[src/design/shdfg_pkg.sv]
// Shared constants, register indexes and reset values for the frequency governor.
package shdfg_pkg;

  localparam int FREQ_BITS_DEF = 23;
  localparam int PCT_W         = 7;
  localparam int HOLD_W        = 10;
  localparam int CFG_IDX_W     = 3;
  localparam int DIV_BASE      = 100;

  localparam logic [CFG_IDX_W-1:0] REG_BOOST_THRESHOLD = 3'd0;
  localparam logic [CFG_IDX_W-1:0] REG_HOLD_SAMPLES    = 3'd1;
  localparam logic [CFG_IDX_W-1:0] REG_DECAY_PERCENT   = 3'd2;
  localparam logic [CFG_IDX_W-1:0] REG_FREQ_MAX        = 3'd3;
  localparam logic [CFG_IDX_W-1:0] REG_FREQ_MIN        = 3'd4;

  localparam logic [PCT_W-1:0]  BOOST_THRESHOLD_RST = 7'd95;
  localparam logic [HOLD_W-1:0] HOLD_SAMPLES_RST    = 10'd8;
  localparam logic [PCT_W-1:0]  DECAY_PERCENT_RST   = 7'd15;
  localparam logic [31:0]       FREQ_MAX_RST        = 32'd8388607;

endpackage

[src/design/shdfg_if.sv]
// Valid/ready channel interfaces for load samples and frequency targets.
interface shdfg_sample_if
  import shdfg_pkg::*;
#(
  parameter int FREQ_BITS = FREQ_BITS_DEF
);
  logic                 valid;
  logic                 ready;
  logic [PCT_W-1:0]     load_pct;
  logic [FREQ_BITS-1:0] current_freq;

  modport source (output valid, output load_pct, output current_freq, input ready);
  modport sink   (input valid, input load_pct, input current_freq, output ready);
endinterface

interface shdfg_target_if
  import shdfg_pkg::*;
#(
  parameter int FREQ_BITS = FREQ_BITS_DEF
);
  logic                 valid;
  logic                 ready;
  logic                 target_valid;
  logic [FREQ_BITS-1:0] target_freq;
  logic                 pick_below;
  logic [HOLD_W-1:0]    hold_left;

  modport source (output valid, output target_valid, output target_freq,
                  output pick_below, output hold_left, input ready);
  modport sink   (input valid, input target_valid, input target_freq,
                  input pick_below, input hold_left, output ready);
endinterface

[src/design/spike_hold_decay_freq_governor_unit.sv]
// Spike-hold-decay frequency governor: boost on load spikes, hold, then linear decay.
// A result beat is registered in the cycle after its sample beat is accepted.
// One sample per cycle unless busy or stalled; the output register frees the input side.
// The decay step (decay_percent * freq_max / 100) comes from a three-stage pipeline;
// samples stall until it refills after reset and after writes to decay_percent or freq_max.
// Reset (synchronous, active high) restores register defaults, clears request and hold.
module spike_hold_decay_freq_governor_unit
  import shdfg_pkg::*;
#(
  parameter int FREQ_BITS = FREQ_BITS_DEF
) (
  input  logic                 clk,
  input  logic                 rst,
  input  logic                 cfg_we,
  input  logic [CFG_IDX_W-1:0] cfg_index,
  input  logic [FREQ_BITS-1:0] cfg_data,
  shdfg_sample_if.sink         sample,
  shdfg_target_if.source       result
);

  localparam int DIV_L    = $clog2(DIV_BASE);
  localparam int Q_W      = FREQ_BITS - DIV_L + 1;
  localparam int RCP_F_SH = FREQ_BITS + DIV_L;
  localparam int DR_W     = 2 * PCT_W;
  localparam int RCP_R_SH = DR_W + DIV_L;
  localparam int STEP_LAT = 3;
  localparam logic [FREQ_BITS:0] RCP_F =
    (FREQ_BITS+1)'(((64'd1 << RCP_F_SH) + 64'(DIV_BASE - 1)) / 64'(DIV_BASE));
  localparam logic [DR_W:0] RCP_R =
    (DR_W+1)'(((64'd1 << RCP_R_SH) + 64'(DIV_BASE - 1)) / 64'(DIV_BASE));

  logic [PCT_W-1:0]     boost_threshold;
  logic [HOLD_W-1:0]    hold_samples;
  logic [PCT_W-1:0]     decay_percent;
  logic [FREQ_BITS-1:0] freq_max;
  logic [FREQ_BITS-1:0] freq_min;

  logic [FREQ_BITS-1:0] requested;
  logic [HOLD_W-1:0]    hold_count;

  // step pipeline
  logic [2*FREQ_BITS:0] q_prod;
  logic [FREQ_BITS-1:0] q_x100;
  logic [PCT_W-1:0]     rem_f;
  logic [2*DR_W:0]      dr_prod;
  logic [Q_W-1:0]       step_q;
  logic [FREQ_BITS:0]   step_dq;
  logic [DR_W-1:0]      step_dr;
  logic [FREQ_BITS:0]   decay_step;
  logic [1:0]           step_wait;
  logic                 busy;

  logic                 out_valid;
  logic                 accept;

  logic [FREQ_BITS-1:0] req_eff;
  logic                 boost;
  logic [FREQ_BITS-1:0] decayed;
  logic [FREQ_BITS-1:0] diff;
  logic [FREQ_BITS-1:0] requested_next;
  logic [HOLD_W-1:0]    hold_count_next;
  logic                 tv_next;
  logic                 below_next;
  logic [FREQ_BITS-1:0] target_next;

  // configuration registers
  always_ff @(posedge clk) begin
    if (rst) begin
      boost_threshold <= BOOST_THRESHOLD_RST;
      hold_samples    <= HOLD_SAMPLES_RST;
      decay_percent   <= DECAY_PERCENT_RST;
      freq_max        <= FREQ_BITS'(FREQ_MAX_RST);
      freq_min        <= '0;
    end else if (cfg_we) begin
      unique case (cfg_index)
        REG_BOOST_THRESHOLD: boost_threshold <= cfg_data[PCT_W-1:0];
        REG_HOLD_SAMPLES:    hold_samples    <= cfg_data[HOLD_W-1:0];
        REG_DECAY_PERCENT:   decay_percent   <= cfg_data[PCT_W-1:0];
        REG_FREQ_MAX:        freq_max        <= cfg_data;
        REG_FREQ_MIN:        freq_min        <= cfg_data;
        default: ;
      endcase
    end
  end

  // split freq_max = 100*q + r, then step = d*q + (d*r)/100, by reciprocal multiplication
  assign q_prod  = (2*FREQ_BITS+1)'(freq_max) * (2*FREQ_BITS+1)'(RCP_F);
  assign q_x100  = FREQ_BITS'(step_q) * FREQ_BITS'(DIV_BASE);
  assign rem_f   = PCT_W'(freq_max - q_x100);
  assign dr_prod = (2*DR_W+1)'(step_dr) * (2*DR_W+1)'(RCP_R);

  always_ff @(posedge clk) begin
    step_q     <= q_prod[RCP_F_SH +: Q_W];
    step_dq    <= (FREQ_BITS+1)'(decay_percent) * (FREQ_BITS+1)'(step_q);
    step_dr    <= DR_W'(decay_percent) * DR_W'(rem_f);
    decay_step <= step_dq + (FREQ_BITS+1)'(dr_prod[RCP_R_SH +: PCT_W+1]);
  end

  // hold samples until the pipeline has refilled
  always_ff @(posedge clk) begin
    if (rst) begin
      step_wait <= 2'(STEP_LAT);
    end else if (cfg_we && (cfg_index == REG_DECAY_PERCENT || cfg_index == REG_FREQ_MAX)) begin
      step_wait <= 2'(STEP_LAT);
    end else if (step_wait != '0) begin
      step_wait <= step_wait - 1'b1;
    end
  end

  assign busy = (step_wait != '0);

  // per-sample decision
  always_comb begin
    req_eff = ((requested > freq_max) || (requested < freq_min)) ? sample.current_freq
                                                                  : requested;
    boost   = (sample.load_pct >= boost_threshold);
    diff    = req_eff - decay_step[FREQ_BITS-1:0];
    if ((decay_step >= {1'b0, req_eff}) || (diff < freq_min)) begin
      decayed = freq_min;
    end else begin
      decayed = diff;
    end

    requested_next  = requested;
    hold_count_next = hold_count;
    tv_next         = 1'b0;
    below_next      = 1'b0;
    target_next     = '0;
    priority if (boost) begin
      hold_count_next = hold_samples;
      requested_next  = freq_max;
      tv_next         = 1'b1;
      below_next      = 1'b1;
      target_next     = freq_max;
    end else if (hold_count != '0) begin
      hold_count_next = hold_count - 1'b1;
    end else if (req_eff > freq_min) begin
      requested_next = decayed;
      tv_next        = 1'b1;
      target_next    = decayed;
    end
  end

  assign sample.ready = !busy && (!out_valid || result.ready);
  assign accept       = sample.valid && sample.ready;

  always_ff @(posedge clk) begin
    if (rst) begin
      requested  <= '0;
      hold_count <= '0;
      out_valid  <= 1'b0;
    end else begin
      if (accept) begin
        requested  <= requested_next;
        hold_count <= hold_count_next;
        out_valid  <= 1'b1;
      end else if (result.ready) begin
        out_valid <= 1'b0;
      end
    end
  end

  // hold result payload until its beat is taken
  always_ff @(posedge clk) begin
    if (accept) begin
      result.target_valid <= tv_next;
      result.target_freq  <= target_next;
      result.pick_below   <= below_next;
      result.hold_left    <= hold_count_next;
    end
  end

  assign result.valid = out_valid;

`ifndef ASSERT_OFF
  a_no_accept_while_busy: assert property (@(posedge clk) disable iff (rst)
    busy |-> !sample.ready)
    else $error("sample accepted while decay step is being computed");

  a_idle_target_zero: assert property (@(posedge clk) disable iff (rst)
    (result.valid && !result.target_valid) |-> (result.target_freq == '0 && !result.pick_below))
    else $error("target fields nonzero without a target");

  a_boost_reloads_hold: assert property (@(posedge clk) disable iff (rst)
    (accept && boost) |=> (result.hold_left == $past(hold_samples) && result.pick_below))
    else $error("boost did not reload hold counter");

  a_hold_counts_down: assert property (@(posedge clk) disable iff (rst)
    (accept && !boost && hold_count != '0) |=> (hold_count == $past(hold_count) - 1'b1 &&
                                                !result.target_valid))
    else $error("hold counter did not step down");
`endif

endmodule
[src/flat_wrapper.sv]
// flat-port wrapper written by rule: the top's interface ports become plain ports
module spike_hold_decay_freq_governor_unit_flat import shdfg_pkg::*;
#(
  parameter int FREQ_BITS = FREQ_BITS_DEF
)
  (clk, rst, cfg_we, cfg_index, cfg_data, sample_valid, sample_load_pct, sample_current_freq, sample_ready, result_valid, result_target_valid, result_target_freq, result_pick_below, result_hold_left, result_ready);
  shdfg_sample_if #(.FREQ_BITS(FREQ_BITS)) sample_i ();
  shdfg_target_if #(.FREQ_BITS(FREQ_BITS)) result_i ();
  input  logic clk;
  input  logic rst;
  input  logic cfg_we;
  input  logic [CFG_IDX_W-1:0] cfg_index;
  input  logic [FREQ_BITS-1:0] cfg_data;
  input wire logic [$bits(sample_i.valid)-1:0] sample_valid;
  input wire logic [$bits(sample_i.load_pct)-1:0] sample_load_pct;
  input wire logic [$bits(sample_i.current_freq)-1:0] sample_current_freq;
  output wire logic [$bits(sample_i.ready)-1:0] sample_ready;
  output wire logic [$bits(result_i.valid)-1:0] result_valid;
  output wire logic [$bits(result_i.target_valid)-1:0] result_target_valid;
  output wire logic [$bits(result_i.target_freq)-1:0] result_target_freq;
  output wire logic [$bits(result_i.pick_below)-1:0] result_pick_below;
  output wire logic [$bits(result_i.hold_left)-1:0] result_hold_left;
  input wire logic [$bits(result_i.ready)-1:0] result_ready;
  assign sample_i.valid = sample_valid;
  assign sample_i.load_pct = sample_load_pct;
  assign sample_i.current_freq = sample_current_freq;
  assign sample_ready = sample_i.ready;
  assign result_valid = result_i.valid;
  assign result_target_valid = result_i.target_valid;
  assign result_target_freq = result_i.target_freq;
  assign result_pick_below = result_i.pick_below;
  assign result_hold_left = result_i.hold_left;
  assign result_i.ready = result_ready;
  spike_hold_decay_freq_governor_unit #(.FREQ_BITS(FREQ_BITS)) u_core (.clk(clk), .rst(rst), .cfg_we(cfg_we), .cfg_index(cfg_index), .cfg_data(cfg_data), .sample(sample_i), .result(result_i));
endmodule
[config.mk]
export PLATFORM = sky130hd
export DESIGN_NAME = spike_hold_decay_freq_governor_unit_flat
export DESIGN_NICKNAME = d
export VERILOG_FILES = /design/src/design/shdfg_pkg.sv /design/src/design/shdfg_if.sv /design/src/design/spike_hold_decay_freq_governor_unit.sv /design/src/flat_wrapper.sv
export SDC_FILE = /design/constraint.sdc
export NUM_CORES = 2
export LEC_CHECK = 0
export ABC_AREA = 1
export BUFFER_PORTS_ARGS = -buffer_cell sky130_fd_sc_hd__buf_2
export CAP_MARGIN = 25
export CORE_UTILIZATION = 38
export DETAILED_ROUTE_END_ITERATION = 10
export PLACE_DENSITY = 0.6
export SYNTH_ARGS = -nofsm -noshare
export SYNTH_HDL_FRONTEND = slang
export SYNTH_SLANG_ARGS = --single-unit
[constraint.sdc]
create_clock -name clk -period 5 [get_ports clk]
set_input_delay 1 -clock clk [delete_from_list [all_inputs] [get_ports clk]]
set_output_delay 1 -clock clk [all_outputs]
set_load 0.02 [all_outputs]
==> key figures <==
Worst setup path
  – Critical path peak fanout: 4
  – Critical Path RT: 5460 ps
  – Critical path arrival: 6050 ps
  – Worst setup SP type: flip-flop
  – CP Capture Type: flip-flop
  – Setup CP Type: flip-flop to flip-flop

Clocking
  – CTS Root Cell: clkbuf_16
  – Worst skew pair latency: 590 ps
  – CTS sink cnt: 220
  – CTS Buf Count: 29
  – Clock slew at reported path FFs: 70 ps
  – Max clock buf depth: 3
  – H-tree levels: 1
  – CTS tree: built

Timing
  – Slew margin rel.: 44.6%
  – Hold_ws: 448 ps
  – Worst slew pin tran: 827 ps
  – Worst Skew: 18.2 ps
  – Final critical-path share of the clock period: 112%
  – Final min period: 5590 ps
  – Final setup fails: 83
  – Unrepaired setup endpoints after global routing: true
  – Final worst setup slack: -591 ps
  – Slew Viols, Final: 0
  – Fmax achieved: 179 MHz
  – Final Hold Viols: 0

Synthesis
  – Ys Warns: 0
  – Number of synthesized register bits: 220
  – EDFF count, synth: 35
  – Synth Area in Compound Gates: 9.28%
  – Post-synthesis simple-gate area fraction: 17.0%
  – Asr flop ratio synth: 0%
  – Cells after Synth: 4,084
  – Top cells by area, synth: fa_1, ha_1, dfxtp_1
  – Register area share after synthesis: 14.8%
  – Post-Synth Adder-Cell Area: 44.6%
  – Mapped Nets: 5,071
  – Synth Flop Type: dfxtp_1
  – Post-synth top area share: 22.5%
  – Largest family of logic cells by synthesized area: adder cells
  – Syn Std Cell Area: 32,000 um2
  – Mux share of post-synthesis cell area: 0%
  – Yosys top cell by area: fa_1
  – Synth cell types: 45
  – Syn_area_per_cell: 7.85 um2
  – XOR/XNOR share of the synthesized area: 2.54%

Finish
  – Layout area overhead: 36.6%
  – Layout cell share with drive strength beyond 1: 31.5%
  – Fill cells: 7,719
  – Most frequent cells in the layout: inv_1, nand2_1, buf_4
  – Ant diodes: 0
  – Final net count: 5,757
  – Area of the multi-input gates: 27,600 um2
  – Commonest non-fill, non-tap cell in the layout: inv_1
  – Register area: 4860 um2

Drt
  – Residual DRC: 0
  – Met2 wirelength from detailed routing: 47.0 mm
  – Drt initial violations: 1,813
  – Max Used Layer: met5
  – Routed wire per std cell: 17.8 um
  – Met1 Wirelength: 47.8 mm
  – Vias post-DR: 29,300
  – Detailed Route WL: 105 mm
  – Metal3 WL: 5.55 mm
  – Antenna Violating Nets Remaining: 0
  – DR vias/cell: 5.00
  – 1st-pass router iterations: 8

Global route
  – Aggregate global routing overflow: 0
  – Largest net degree at the start of global routing: 49
  – Initial antenna violation count: 2
  – First-pass GRT wire length: 161 mm
  – Number of global-route vias before repair: 29,200
  – Total GRT Usage: 24.0%

Floorplanning
  – Die ar.: 85,500 um2
  – Core area: 83,600 um2
  – Chip width: 292 um
  – Num rows: 106
  – Die height: 292 um
  – Starting density of the core: 38.4%
  – Ports: 98

Placement
  – DP HPWL: 85.5 mm
  – IO buf count: 97
  – GP Congestion: 0.975

Flow run
  – Max-cap violation count: 0

Status
  – Failing checks: negative setup slack
  – Outcome: finished with violations

Min path
  – Hold Path Class: flip-flop to flip-flop
==> metal layers <==
layer	GRT usage (%)	up-vias
li1	-	14300
met1	34.0	14100
met2	38.3	777
met3	2.36	184
met4	8.16	2
met5	0	-
==> worst paths after layout <==
path	from	end	slack [ps]	depth (start not counted)
max	u_core.freq_max[12]$_SDFFE_PP1P_	u_core.step_q[13]$_DFF_P_	-590	19
min	u_core.step_dq[23]$_DFF_P_	u_core.decay_step[23]$_DFF_P_	450	1
max reg2reg	u_core.freq_max[12]$_SDFFE_PP1P_	u_core.step_q[13]$_DFF_P_	-590	19
min reg2reg	u_core.step_dq[23]$_DFF_P_	u_core.decay_step[23]$_DFF_P_	450	1
==> synthesized netlist by cell type (25+ instances only) <==
cell        n
nand4_1    46
fa_1      360
nor3_1     29
dfxtp_1   185
o21ai_0   177
edfxtp_1   35
nand2_1   812
clkbuf_1   53
nor2_1    214
nand3_1   169
ha_1      566
inv_1     909
xor2_1     68
xnor2_1    25
a21oi_1   260
==> critical path, stage by stage, from the launching register on <==
cell,delay (ps)
dfxtp_4,360
fa_1,600
inv_2,80
fa_2,540
inv_2,50
fa_2,520
inv_2,40
fa_2,520
inv_2,40
fa_2,340
fa_1,570
fa_2,470
ha_4,280
a21o_4,230
a31oi_4,220
buf_6,140
o21ai_4,50
a21oi_1,130
o211ai_1,120
xor2_1,150
==> timing repair <==
item	CTS	global route
gates cloned	5	0
setup buffers	58	45
hold buffers	0	0
resized for setup	471	455
pin swaps	113	269
endpoints found under the setup margin	89	94
==> flip-flops by register name, indices dropped and copies added (netlist names), 2 cells and up <==
name                       flops
u_core.step_q                 17
u_core.decay_percent           7
u_core.step_dq                24
u_core.freq_max               23
u_core.freq_min               23
u_core.boost_threshold         7
u_core.result.target_freq     23
u_core.step_dr                14
u_core.requested              23
u_core.hold_count             10
u_core.decay_step             24
u_core.hold_samples           10
u_core.result.hold_left       10
u_core.step_wait               2
==> cell families after synthesis <==
logic type	Yosys count
AO/OA/AOI/OAI	543
AND/OR/NAND/NOR	1315
buffers and inverters	987
flip-flops	220
XOR/XNOR	93
adder cells (fa/ha/maj)	926
==> layout make-up <==
class / instances / share of cell area (%)
Inverter: 913 / 7.87
Sequential cell: 220 / 11.1
Tap cell: 1080 / 3.09
Multi-Input combinational cell: 2877 / 63.0
Clock buffer: 35 / 1.78
Timing Repair Buffer: 729 / 12.8
Clock inverter: 19 / 0.437
==> metrics by stage <==
step / TNS [ps] / instance area [um2] / utilization [%] / setup WS [ps] / std cells
final: -22710 / 43800 / 52.4 / -591 / 5873
after global routing: -41490 / 43800 / 52.4 / -841 / 5873
after CTS: -18830 / 41600 / 49.8 / -540 / 5843
after detailed placement: -39910 / 38100 / 45.6 / -755 / 5736
after global placement: -36240 / 38100 / 45.6 / -675 / 5736
after floorplan: -2960 / 32400 / - / -303 / 4084
Power is not shown: default switching activity piles up to over one toggle a cycle in this logic, so the estimate is an artifact.
